$ cat src/sv/qsu_pkg.sv
package qsu_pkg;

   localparam logic [7:0] CHAR_QUOTE  = 8'h22;
   localparam logic [7:0] CHAR_BSLASH = 8'h5C;
   localparam logic [7:0] CHAR_SQUOTE = 8'h27;
   localparam logic [7:0] CHAR_N      = 8'h6E;
   localparam logic [7:0] CHAR_T      = 8'h74;
   localparam logic [7:0] CHAR_R      = 8'h72;
   localparam logic [7:0] CHAR_B      = 8'h62;
   localparam logic [7:0] CHAR_LF     = 8'h0A;
   localparam logic [7:0] CHAR_TAB    = 8'h09;
   localparam logic [7:0] CHAR_CR     = 8'h0D;
   localparam logic [7:0] CHAR_BS     = 8'h08;

   localparam int FIFO_DEPTH = 4;
   localparam int FIFO_AW    = $clog2(FIFO_DEPTH);

   typedef enum logic [1:0] {
      PH_OPEN  = 2'd0,
      PH_EMPTY = 2'd1,
      PH_HELD  = 2'd2,
      PH_ESC   = 2'd3
   } phase_type;

   typedef struct packed {
      logic [7:0] out_char;
      logic       char_present;
      logic       string_done;
      logic       bad_format;
   } rsp_type;

   typedef struct packed {
      logic [1:0] count;
      rsp_type    res0;
      rsp_type    res1;
   } pair_type;

   typedef struct packed {
      logic       known;
      logic [7:0] value;
   } esc_type;

   function automatic esc_type map_escape(input logic [7:0] c);
      esc_type e;
      e.known = 1'b1;
      e.value = c;
      case (c)
         CHAR_N:      e.value = CHAR_LF;
         CHAR_T:      e.value = CHAR_TAB;
         CHAR_R:      e.value = CHAR_CR;
         CHAR_B:      e.value = CHAR_BS;
         CHAR_BSLASH: e.value = CHAR_BSLASH;
         CHAR_QUOTE:  e.value = CHAR_QUOTE;
         CHAR_SQUOTE: e.value = CHAR_SQUOTE;
         default:     e.known = 1'b0;
      endcase
      return e;
   endfunction

   function automatic rsp_type char_rsp(input logic [7:0] c);
      rsp_type r;
      r.out_char     = c;
      r.char_present = 1'b1;
      r.string_done  = 1'b0;
      r.bad_format   = 1'b0;
      return r;
   endfunction

   function automatic rsp_type end_rsp(input logic bad);
      rsp_type r;
      r.out_char     = 8'h00;
      r.char_present = 1'b0;
      r.string_done  = 1'b1;
      r.bad_format   = bad;
      return r;
   endfunction

endpackage

$ cat src/sv/qsu_decode.sv
module qsu_decode (
   input  logic               clock,
   input  logic               reset,
   input  logic               accept,
   input  logic [7:0]         in_char,
   input  logic               is_final,
   output qsu_pkg::pair_type  pair
);

   qsu_pkg::phase_type phase_ff, phase_in;
   logic               format_error_ff, format_error_in;
   logic [7:0]         held_char_ff, held_char_in;

   always_ff @(posedge clock) begin
      if (reset) begin
         phase_ff        <= qsu_pkg::PH_OPEN;
         format_error_ff <= 1'b0;
      end else if (accept) begin
         phase_ff        <= phase_in;
         format_error_ff <= format_error_in;
      end
   end

   always_ff @(posedge clock) begin
      if (accept) begin
         held_char_ff <= held_char_in;
      end
   end

   always_comb begin
      qsu_pkg::esc_type esc;
      logic             not_quote;
      esc             = qsu_pkg::map_escape(in_char);
      not_quote       = (in_char != qsu_pkg::CHAR_QUOTE);
      phase_in        = phase_ff;
      format_error_in = format_error_ff;
      held_char_in    = held_char_ff;
      pair.count      = 2'd0;
      pair.res0       = qsu_pkg::end_rsp(1'b0);
      pair.res1       = qsu_pkg::end_rsp(1'b0);
      if (is_final) begin
         phase_in        = qsu_pkg::PH_OPEN;
         format_error_in = 1'b0;
         unique case (phase_ff)
            qsu_pkg::PH_OPEN: begin
               pair.count = 2'd1;
               pair.res0  = qsu_pkg::end_rsp(not_quote);
            end
            qsu_pkg::PH_EMPTY: begin
               pair.count = 2'd1;
               pair.res0  = qsu_pkg::end_rsp(format_error_ff | not_quote);
            end
            qsu_pkg::PH_HELD: begin
               pair.count = 2'd2;
               pair.res0  = qsu_pkg::char_rsp(held_char_ff);
               pair.res1  = qsu_pkg::end_rsp(format_error_ff | not_quote);
            end
            default: begin
               pair.count = 2'd2;
               pair.res0  = qsu_pkg::char_rsp(qsu_pkg::CHAR_BSLASH);
               pair.res1  = qsu_pkg::end_rsp(format_error_ff | not_quote);
            end
         endcase
      end else begin
         unique case (phase_ff) inside
            qsu_pkg::PH_OPEN: begin
               format_error_in = not_quote;
               phase_in        = qsu_pkg::PH_EMPTY;
            end
            qsu_pkg::PH_EMPTY, qsu_pkg::PH_HELD: begin
               if (phase_ff == qsu_pkg::PH_HELD) begin
                  pair.count = 2'd1;
                  pair.res0  = qsu_pkg::char_rsp(held_char_ff);
               end
               if (in_char == qsu_pkg::CHAR_BSLASH) begin
                  phase_in = qsu_pkg::PH_ESC;
               end else begin
                  held_char_in = in_char;
                  phase_in     = qsu_pkg::PH_HELD;
               end
            end
            default: begin
               phase_in = qsu_pkg::PH_EMPTY;
               if (esc.known) begin
                  pair.count = 2'd1;
                  pair.res0  = qsu_pkg::char_rsp(esc.value);
               end else begin
                  pair.count = 2'd2;
                  pair.res0  = qsu_pkg::char_rsp(qsu_pkg::CHAR_BSLASH);
                  pair.res1  = qsu_pkg::char_rsp(in_char);
               end
            end
         endcase
      end
   end

endmodule

$ cat src/sv/qsu_rsp_fifo.sv
module qsu_rsp_fifo (
   input  logic              clock,
   input  logic              reset,
   input  logic              push,
   input  qsu_pkg::pair_type pair,
   output logic              room,
   output logic              out_valid,
   input  logic              out_ready,
   output qsu_pkg::rsp_type  out_data
);

   qsu_pkg::rsp_type                mem [qsu_pkg::FIFO_DEPTH];
   logic [qsu_pkg::FIFO_AW-1:0]     wr_ptr_ff, wr_ptr_in;
   logic [qsu_pkg::FIFO_AW-1:0]     rd_ptr_ff, rd_ptr_in;
   logic [qsu_pkg::FIFO_AW:0]       count_ff, count_in;
   logic [1:0]                      n_push;
   logic                            pop;

   assign n_push    = push ? pair.count : 2'd0;
   assign pop       = out_valid & out_ready;
   assign out_valid = (count_ff != '0);
   assign out_data  = mem[rd_ptr_ff];
   assign room      = (count_ff <= (qsu_pkg::FIFO_AW+1)'(qsu_pkg::FIFO_DEPTH - 2));

   always_comb begin
      wr_ptr_in = wr_ptr_ff + qsu_pkg::FIFO_AW'(n_push);
      rd_ptr_in = rd_ptr_ff + qsu_pkg::FIFO_AW'(pop);
      count_in  = count_ff + (qsu_pkg::FIFO_AW+1)'(n_push)
                  - (qsu_pkg::FIFO_AW+1)'(pop);
   end

   always_ff @(posedge clock) begin
      if (reset) begin
         wr_ptr_ff <= '0;
         rd_ptr_ff <= '0;
         count_ff  <= '0;
      end else begin
         wr_ptr_ff <= wr_ptr_in;
         rd_ptr_ff <= rd_ptr_in;
         count_ff  <= count_in;
      end
   end

   always_ff @(posedge clock) begin
      if (n_push != 2'd0) begin
         mem[wr_ptr_ff] <= pair.res0;
      end
      if (n_push == 2'd2) begin
         mem[wr_ptr_ff + qsu_pkg::FIFO_AW'(1)] <= pair.res1;
      end
   end

endmodule

$ cat src/sv/quoted_string_unescaper.sv
// Decodes a double-quoted string literal, one byte per req transaction.
// req: tdata = source byte, tlast = final byte of the literal.
// rsp: tdata = decoded byte, tuser[0] = byte present, tuser[1] = bad format,
//      tlast = end marker of the literal (no byte, carries the format flag).
// Quotes are dropped and known escapes collapse to one byte; each plain
// body byte is held until the next byte shows it is not the closing quote,
// so such a byte appears on rsp one transaction later than it arrives.
// Throughput: one req transaction per cycle while the queue has room; a
// transaction yields zero, one or two results, written into a 4-entry
// result queue in the same cycle; rsp shows the oldest queued result.
// req_tready is high while the queue has room for two results, so a rsp
// stall fills the queue and then backs up req without losing anything.
// Reset empties the queue and returns the decoder to waiting for the
// opening quote; the end marker does the same for the decoder.
module quoted_string_unescaper (
   input  logic       clock,
   input  logic       reset,
   input  logic       req_tvalid,
   output logic       req_tready,
   input  logic [7:0] req_tdata,   // [7:0] in_char
   input  logic       req_tlast,
   output logic       rsp_tvalid,
   input  logic       rsp_tready,
   output logic [7:0] rsp_tdata,   // [7:0] out_char
   output logic [1:0] rsp_tuser,   // [0] char_present, [1] bad_format
   output logic       rsp_tlast
);

   qsu_pkg::pair_type pair;
   qsu_pkg::rsp_type  head;
   logic              accept;
   logic              room;

   assign req_tready = room;
   assign accept     = req_tvalid & room;

   qsu_decode u_decode (
      .clock    (clock),
      .reset    (reset),
      .accept   (accept),
      .in_char  (req_tdata),
      .is_final (req_tlast),
      .pair     (pair)
   );

   qsu_rsp_fifo u_fifo (
      .clock     (clock),
      .reset     (reset),
      .push      (accept),
      .pair      (pair),
      .room      (room),
      .out_valid (rsp_tvalid),
      .out_ready (rsp_tready),
      .out_data  (head)
   );

   assign rsp_tdata = head.out_char;
   assign rsp_tuser = {head.bad_format, head.char_present};
   assign rsp_tlast = head.string_done;

endmodule
$ cat config.mk
export PLATFORM = sky130hd
export DESIGN_NAME = quoted_string_unescaper
export DESIGN_NICKNAME = d
export VERILOG_FILES = /design/src/sv/qsu_pkg.sv /design/src/sv/qsu_decode.sv /design/src/sv/qsu_rsp_fifo.sv /design/src/sv/quoted_string_unescaper.sv
export SDC_FILE = /design/constraint.sdc
export NUM_CORES = 1
export LEC_CHECK = 0
export BUFFER_PORTS_ARGS = -buffer_cell sky130_fd_sc_hd__buf_2
export CORE_MARGIN = 1.5
export CORE_UTILIZATION = 60
export DETAILED_ROUTE_END_ITERATION = 10
export PLACE_DENSITY = 0.78
export SLEW_MARGIN = 40
export SYNTH_ARGS = -nofsm -noshare
export SYNTH_HDL_FRONTEND = slang
export SYNTH_SLANG_ARGS = --single-unit
$ cat constraint.sdc
create_clock -name clock -period 3.09 [get_ports clock]
set_input_delay 0.309 -clock clock [delete_from_list [all_inputs] [get_ports clock]]
set_output_delay 0.309 -clock clock [all_outputs]
set_load 0.01 [all_outputs]
; ---- Word-level counts from Yosys, hierarchy flattened
; Memory sizes are Yosys's and may differ from the RTL's. A register that Yosys moved wholly into a read port is not among the register bits.
; Cells that the tools add are included.
; Widths: inputs -> output; s select.
[word_totals]
regBits = 18
ramBits = 44
input_bits = 13
output_inout_bits = 13
word_cells = 60
memories = 1
[op_classes]
add_sub_neg = 5
order_cmp = 1
n_eq_ne = 11
muxes = 21
bitwise_logic = 5
n_reduce_logical = 10
[memory_table]
columns = name, words, word_bits, rd, rd_ports_with_merged_regs, write_ports, line
row1 = u_fifo.mem, 4, 11, 1, 1, 2, qsu_rsp_fifo.sv:12  ; qsu_pkg::rsp_type mem [qsu_pkg::FIFO_DEPTH];
[ops]
columns = operator, n
row1 = $pmux 8 s7, 1
row2 = $eq 8x7->1 const B, 5
row3 = $pmux 13 s3, 1
row4 = $pmux 13 s2, 1
row5 = $mux 24, 1
row6 = $mux 11, 2
row7 = $eq 8x6->1 const B, 2
row8 = $mux 13, 1
row9 = $mux 12, 1
row10 = $mux 1, 9
row11 = $mux 2, 4
row12 = $ne 8x6->1 const B, 1
row13 = $reduce_or 7->1, 1
row14 = $eq 2x2->1 const B, 2
row15 = $reduce_and 4->1, 1
row16 = $reduce_bool 2->1, 2
row17 = $reduce_or 2->1, 2
row18 = $add 3x2->3, 1
row19 = $le 3x2->1 const B, 1
row20 = $reduce_bool 3->1, 1
row21 = $reduce_or 3->1, 1
row22 = $sub 3x1->3, 1
row23 = $add 2x1->2, 1
row24 = $add 2x1->2 const B, 1
row25 = 7 further kinds, 9

; ---- Logic depth before layout (Yosys ltp)
; Gate-level depths: netlist of run 1.
[depth]
word_depth = 10
ltp_mapped = 10
ltp_nobuf = 10

; ---- Cells and area by module
; Synthesis of run 1 repeated with hierarchy kept, for this count alone.
[hier_totals]
cells_unflattened = 267
hier_area_um2 = 3522.1
[modules_own_cells]
columns = mod, instances, cells_per_inst, area_per_inst_um2, seq_area_each_um2
row1 = qsu_rsp_fifo, 1, 162, 2601.2, 1461.4
row2 = qsu_decode, 1, 104, 914.6, 300.3
row3 = quoted_string_unescaper, 1, 1, 6.3, 0.0

; ---- Worst setup path before layout of run 1
; No wires, ideal clock.
[synth_timing]
kind = input to register
start = input port req_tdata[0]
end = register u_fifo.count_ff[1] (netlist name)
setup_ns = 0.128
arrival_time_ns = 2.481
t_required_ns = 2.962
slack_ns = 0.481
path_stages = 8
path_buffers = 0
path_cell_list = or3b_1 -> or4_4 -> and3_4 -> a2bb2oi_1 -> ha_1 -> inv_1 -> fa_1 -> nor2b_1
[synth_between]
elab_chain_cells = 9
word_cells_on_any_way = 15
cone_classes = add/sub (2) / eq/ne (7) / mux (5) / reduce/logical (1)
[synth_lines]
columns = element, line
row1 = start: declaration, quoted_string_unescaper.sv:20  ; input logic [7:0] req_tdata,
row2 = $eq 8x7->1 / $eq 8x6->1 (equally long branches), qsu_pkg.sv:47  ; case (c)
row3 = $reduce_or 7->1 (no line) *, -
row4 = $mux 1 *, qsu_pkg.sv:47
row5 = $mux 13 *, qsu_decode.sv:84  ; if (esc.known) begin
row6 = $pmux 13 s2 *, qsu_decode.sv:65  ; unique case (phase_ff) inside
row7 = $mux 24 *, qsu_decode.sv:41  ; if (is_final) begin
row8 = $mux 2 *, qsu_rsp_fifo.sv:19  ; assign n_push = push ? pair.count : 2'd0;
row9 = $add 3x2->3 *, qsu_rsp_fifo.sv:28  ; count_in = count_ff + (qsu_pkg::FIFO_AW+1)'(n_push)
row10 = $sub 3x1->3 *, qsu_rsp_fifo.sv:29  ; - (qsu_pkg::FIFO_AW+1)'(pop);
row11 = "named net u_fifo.count_in, one bit", qsu_rsp_fifo.sv:15  ; logic [qsu_pkg::FIFO_AW:0] count_ff, count_in;
row12 = end signal: assignment, qsu_rsp_fifo.sv:40  ; count_ff <= count_in;
row13 = end: declaration, qsu_rsp_fifo.sv:15
; The timed path passes the listed nets; every way through them passes the cells marked *.
; A chain may end at the register's enable or synchronous reset.

==> metrics.txt, run 1 <==
post-synthesis net count=279; sequential fraction of the synthesis area=54.1%; grt met1 use=32.1%; CTS root buffer=sky130_fd_sc_hd__clkbuf_8; I/O pin cnt=26; Async S/R FF share, synth=0%; grt met2 use=40.2%; clock-pin slew of the registers on the worst-case setup and hold paths=0.07 ns; remaining max-slew budget at the tightest pin=59.0%; clock latency reported for the late side of the worst-skew pair=0.34 ns; ratio of routed vias to standard cells=5.86; post_cts resized=0; clock buffers created by TritonCTS=9; Final Max Tran Viols=0; run status=finished clean; global-route wire length before repair=10.9 mm; Highest Clock Rate=368 MHz; die width=76.7 µm; Static Leakage=1.31 nW; share of the synthesized area in the top cell type=48.0%; Gate Count Post-Synth=256; Detailed Place HPWL=4.82 mm; grt met3 use=5.36%; unrepaired setup endpoints after global routing=false; busiest metal layer after global routing=met2; placed insts=354; class of the most critical setup path=flip-flop to flip-flop; die outline area=5880 µm²; # Post-CTS Setup Buffers=0; total power of the final layout=2.34 mW; element type at the critical path end=flip-flop; vias in the first global route=2,198; post-route fraction of the period consumed by the critical path=88.0%; Final setup viols=0; Tightest Pin Transition=0.614 ns; number of detailed-routing iterations run before antenna repair=4; area of the placeable core=5170 µm²; Post-CTS Hold Buffers=0; Yosys warning total=0; Routability Congestion=0.884; worst endpoint required time=3.13 ns; post-route antenna net violation count=0; worst min-delay path category=primary input to flip-flop; DRC violation count after routing=0; aggregate negative setup slack=0 ns; top library cells by usage in the layout, fill and taps aside=sky130_fd_sc_hd__edfxtp_1, sky130_fd_sc_hd__mux2i_1, sky130_fd_sc_hd__buf_2; Fin Clk Skew=0.00757 ns; antenna diode count=0; number of buffers on the longest clock path=2; worst-path fanout max=8; level count of the clock H-tree=3; number of vias after detailed routing=2,169; cell area after synthesis=3260 µm²; library cell with the largest summed area after synthesis=sky130_fd_sc_hd__edfxtp_1; clock net sink count=62; max-cap check violation count=0; Synth area leaders=sky130_fd_sc_hd__edfxtp_1, sky130_fd_sc_hd__mux2i_1, sky130_fd_sc_hd__mux4_2, sky130_fd_sc_hd__dfxtp_1, sky130_fd_sc_hd__ha_1; power density over the cells=628 nW/µm²; initial standard-cell utilization of the core=62.9%; P&R area growth vs syn=14.4%; number of core rows=26; EDFF count, synth=52; final number of hold-violating endpoints=0; kind of start point of the critical path=flip-flop; number of DRC violations after detailed-routing iteration 0=190; IO buf count=25; TritonCTS clock tree=yes; DIE HEIGHT=76.7 µm; total track usage=24.7%; maximum number of pins on one net before global-route repair=13; overall routed net length=6.65 mm; share of post-route cells with drive strength above 1=26.0%; worst endpoint data arrival time=2.76 ns; most common cell after layout, fill and taps aside=sky130_fd_sc_hd__edfxtp_1; routed length per instance=18.0 µm; Primary FF master, synth=sky130_fd_sc_hd__edfxtp_1; post-layout instance count excluding filler cells=370; mean area per synthesized cell=12.7 µm²; antenna violations before repair=0; largest vdd supply drop=0.000373 V; number of library cell types mapped by synthesis=48; net count of the finished layout=318; global-route congestion overflow total=0; crit path time final=2.72 ns; total of flip-flops plus latches after synthesis=62
-- power by group --
| group | switching [mW] | internal [mW] | total, mW |
|---|---|---|---|
| Sequential | 0.0758 | 0.987 | 1.06 |
| Clock | 0.319 | 0.451 | 0.770 |
| Combinational | 0.247 | 0.259 | 0.506 |
-- cell families (layout without fill, tap and decap cells) --
logic type / after synthesis / after routing / synth area share, %
AND/OR/NAND/NOR: 78 / 78 / 12.6
flip-flops: 62 / 62 / 54.1
multiplexers: 43 / 43 / 17.4
AO/OA/AOI/OAI: 38 / 38 / 7.65
buffers and inverters: 19 / 63 / 2.46
adder cells (fa/ha/maj): 10 / 10 / 4.07
XOR/XNOR: 6 / 6 / 1.61
-- worst paths after layout --
kind,start,endpoint,slack [ns],cells past startpoint
worst max-delay path,u_decode.phase_ff[0]$_SDFFE_PP0N_,u_fifo.mem[2][10]$_DFFE_PP_,0.37,7
worst min-delay path,req_tdata[6],u_decode.held_char_ff[6]$_DFFE_PP_,0.21,1
worst max register to register,u_decode.phase_ff[0]$_SDFFE_PP0N_,u_fifo.mem[2][10]$_DFFE_PP_,0.37,7
worst min register to register,u_decode.format_error_ff$_SDFFE_PP0P_,u_decode.format_error_ff$_SDFFE_PP0P_,0.52,2
-- sequential cells by signal (all words and copies together) (netlist names) --
name	cells
u_fifo.wr_ptr_ff	2
u_decode.format_error_ff	1
u_fifo.rd_ptr_ff	2
u_decode.held_char_ff	8
u_decode.phase_ff	2
u_fifo.count_ff	3
u_fifo.mem	44
-- routing by layer --
layer / vias up / routed length [µm]
met5: - / 0
met4: 0 / 123
met3: 15 / 328
met2: 60 / 3240
met1: 1053 / 2950
li1: 1041 / -
-- stage by stage --
stage	hold slack, ns	util [%]	instance area, µm²	setup slack, ns
2_1_floorplan	0.408	-	3260	0.481
3_3_place_gp	0.500	67.8	3510	0.269
3_5_place_dp	0.509	67.8	3510	0.235
4_1_cts	0.199	72.0	3720	0.415
5_1_grt	0.200	72.0	3720	0.238
6_report	0.207	72.0	3720	0.370
-- worst max-delay path, stage by stage, from the launching register on --
cell,delay [ns]
sky130_fd_sc_hd__dfxtp_1,0.39
sky130_fd_sc_hd__inv_1,0.08
sky130_fd_sc_hd__ha_1,0.24
sky130_fd_sc_hd__o21ai_0,0.50
sky130_fd_sc_hd__nand3b_1,0.24
sky130_fd_sc_hd__a21boi_4,0.23
sky130_fd_sc_hd__o22ai_1,0.46
sky130_fd_sc_hd__buf_4,0.29
-- layout make-up --
| cell class | instances | area [µm²] |
|---|---|---|
| clock inverter | 6 | 86.3 |
| sequential | 62 | 1760 |
| timing repair buffer | 35 | 200 |
| tap | 70 | 87.6 |
| inverter | 12 | 45.0 |
| clock buffer | 10 | 128 |
| fill | 361 | 1450 |
| multi-input combinational | 175 | 1410 |
-- cells in the mapped netlist, drive strengths merged (2+ instances only) --
master / number
a21o: 2
a21oi: 8
a31o: 2
a31oi: 4
and2: 2
and3: 5
buf: 4
clkbuf: 3
dfxtp: 10
edfxtp: 52
ha: 9
inv: 12
mux2i: 32
mux4: 11
nand2: 18
nand2b: 3
nand3: 4
nand3b: 2
nor2: 25
nor2b: 4
o21ai: 13
o22ai: 2
or2: 4
or3: 3
or4: 3
xnor2: 5
(Power assumes the default switching activity.)
==> inputs of run 2 (changes only) <==
CORE_UTILIZATION = 25   (was 60)
GPL_TIMING_DRIVEN = 0   (was not set)
PLACE_DENSITY = 0.38   (was 0.78)
SLEW_MARGIN = 20   (was 40)
==> run 2 against run 1 <==
- die area grew 130%
- hold slack lost 0.032 ns
- routed wire length grew 18%
- global-route usage shrank 12 points
- design area grew 5.7%
- total power grew 10%
- flip-flop and latch count is the same
- sequential power is essentially flat
- critical path depth is the same
- worst setup slack lost 0.15 ns
- first-iteration DRC count shrank 64%
- non-clock buffer count shrank 3
- largest power group unchanged
==> metrics.txt, run 2 (synthesis results as in run 1) <==
clock network fraction of design power=37.6%; grt met1 use=16.3%; antenna violations before repair=0; routed length per instance=16.7 µm; clock latency reported for the late side of the worst-skew pair=0.33 ns; level count of the clock H-tree=3; Cells on Worst Hold Path=1; Finished Core Util=31.1%; Detailed Place HPWL=5.60 mm; ratio of routed vias to standard cells=4.47; CTS root buffer=sky130_fd_sc_hd__clkbuf_16; power density over the cells=655 nW/µm²; vias in the first global route=2,117; clock net sink count=62; crit path time final=2.87 ns; Final setup viols=0; busiest metal layer after global routing=met2; class of the most critical setup path=flip-flop to flip-flop; global-route congestion overflow total=0; total power of the final layout=2.58 mW; run status=finished clean; DIE HEIGHT=117 µm; Fin Clk Skew=0.00640 ns; number of DRC violations after detailed-routing iteration 0=68; element type at the critical path end=flip-flop; IO buf count=24; grt met3 use=2.88%; area of the placeable core=12,700 µm²; worst-path fanout max=11; Sequential Area=1760 µm²; # Post-CTS Setup Buffers=0; die width=117 µm; grt met2 use=20.2%; multi-input gate area in the final layout=1460 µm²; biggest regs=u_fifo.mem: 44 flops, u_decode.held_char_ff: 8 flops, u_fifo.count_ff: 3 flops; proportion of power drawn by combinational gates=22.6%; sequential share of power=39.8%; largest vdd supply drop=0.000278 V; initial standard-cell utilization of the core=25.7%; clock buffers created by TritonCTS=9; most common cell after layout, fill and taps aside=sky130_fd_sc_hd__edfxtp_1; share of post-route cells with drive strength above 1=23.9%; post-route fraction of the period consumed by the critical path=93.0%; start of the worst register-to-register path=u_decode.phase_ff[0]$_SDFFE_PP0N_; number of core rows=41; Endpoint, Worst Hold=u_decode.held_char_ff[2]$_DFFE_PP_; overall routed net length=7.83 mm; top library cells by usage in the layout, fill and taps aside=sky130_fd_sc_hd__edfxtp_1, sky130_fd_sc_hd__mux2i_1, sky130_fd_sc_hd__buf_2; number of buffers on the longest clock path=2; total track usage=12.5%; worst endpoint required time=3.04 ns; DRC violation count after routing=0; remaining max-slew budget at the tightest pin=46.9%; worst endpoint data arrival time=2.83 ns; number of detailed-routing iterations run before antenna repair=4; antenna diode count=0; TritonCTS clock tree=yes; I/O pin cnt=26; share of total power consumed by net switching=27.2%; Final Max Tran Viols=0; Hold Startpoint=req_tdata[2]; unrepaired setup endpoints after global routing=false; global-route wire length before repair=12.0 mm; capturing point of the worst reg2reg path=u_fifo.mem[1][4]$_DFFE_PP_; net switching component of the power=701 µW; clock-pin slew of the registers on the worst-case setup and hold paths=0.06 ns; number of vias after detailed routing=2,098; die outline area=13,700 µm²; Static Leakage=1.31 nW; P&R area growth vs syn=20.9%; net count of the finished layout=315; number of cells on the worst reg-to-reg path=7; setup slack of the worst register-to-register path=0.22 ns; register with the most flip-flops=u_fifo.mem; maximum number of pins on one net before global-route repair=12; kind of start point of the critical path=flip-flop; final number of hold-violating endpoints=0; Layout fillers=1,298; Tightest Pin Transition=0.796 ns; Routability Congestion=0.728; max-cap check violation count=0; Largest register FFs=44; post-route antenna net violation count=0; worst min-delay path category=primary input to flip-flop; internal power=1.88 mW; Highest Clock Rate=348 MHz
==> run 2: critical path, cell delays in order, from the launching register on <==
cell and delay, ns:
sky130_fd_sc_hd__dfxtp_1 0.34, sky130_fd_sc_hd__ha_1 0.32, sky130_fd_sc_hd__inv_1 0.17, sky130_fd_sc_hd__o21ai_1 0.21, sky130_fd_sc_hd__or2_2 0.35, sky130_fd_sc_hd__a21o_1 0.27
sky130_fd_sc_hd__a31o_2 0.26, sky130_fd_sc_hd__nor2_2 0.57
==> run 2: area by class of cell <==
class                           count  area share, %
Buffer                              7          0.890
Clock buffer                       11           5.91
Clock inverter                      5           1.27
Inverter                           12           1.14
Multi-Input combinational cell    175           37.1
Sequential cell                    62           44.8
Tap cell                          172           5.47
Timing Repair Buffer               25           3.43
==> run 2: worst max path at each step <==
stage                                           start                       endpoint  slack, ns  cells past startpoint
floorplan                                req_tdata[0]  u_fifo.count_ff[1]$_SDFF_PP0_       0.48                      8
global placement    u_decode.phase_ff[0]$_SDFFE_PP0N_     u_fifo.mem[2][8]$_DFFE_PP_      -0.39                      6
detailed placement  u_decode.phase_ff[0]$_SDFFE_PP0N_     u_fifo.mem[2][8]$_DFFE_PP_      0.007                      6
CTS                 u_decode.phase_ff[0]$_SDFFE_PP0N_     u_fifo.mem[0][9]$_DFFE_PP_       0.03                      6
global route        u_decode.phase_ff[0]$_SDFFE_PP0N_     u_fifo.mem[1][9]$_DFFE_PP_       0.02                      7
finish              u_decode.phase_ff[0]$_SDFFE_PP0N_     u_fifo.mem[1][4]$_DFFE_PP_       0.22                      7
==> run 2: metal layers <==
| metal | wire length, µm | up-vias |
|---|---|---|
| met1 | 3740 | 1017 |
| met4 | 116 | 0 |
| li1 | - | 1041 |
| met2 | 3720 | 32 |
| met5 | 0 | - |
| met3 | 252 | 8 |
==> run 2: power groups by stage <==
stage	Combinational (mW)	Sequential, mW	Clock, mW
global placement	0.563	1.04	0
floorplan	0.393	1.03	0
global route	0.659	1.04	1.03
CTS	0.575	1.03	0.998
detailed placement	0.571	1.05	0
finish	0.582	1.03	0.971
==> run 2: repair_timing <==
| item | in CTS | in global routing |
|---|---|---|
| hold endpoints to repair | 0 | 0 |
| pin swaps | 0 | 0 |
| endpoints found under the setup margin | 10 | 71 |
| resized for setup | 1 | 5 |
| hold buffers | 0 | 0 |
==> run 2: through the flow <==
| step | setup WS [ns] | setup TNS [ns] | std cells | cell area [µm²] | hold WS, ns |
|---|---|---|---|---|---|
| floorplan | 0.481 | 0 | 256 | 3260 | 0.408 |
| global placement | -0.391 | -12.21 | 452 | 3590 | 0.500 |
| detailed placement | 0.00689 | 0 | 452 | 3610 | 0.505 |
| CTS | 0.0270 | 0 | 468 | 3900 | 0.161 |
| global route | 0.0181 | 0 | 469 | 3940 | 0.174 |
| finish | 0.217 | 0 | 469 | 3940 | 0.174 |
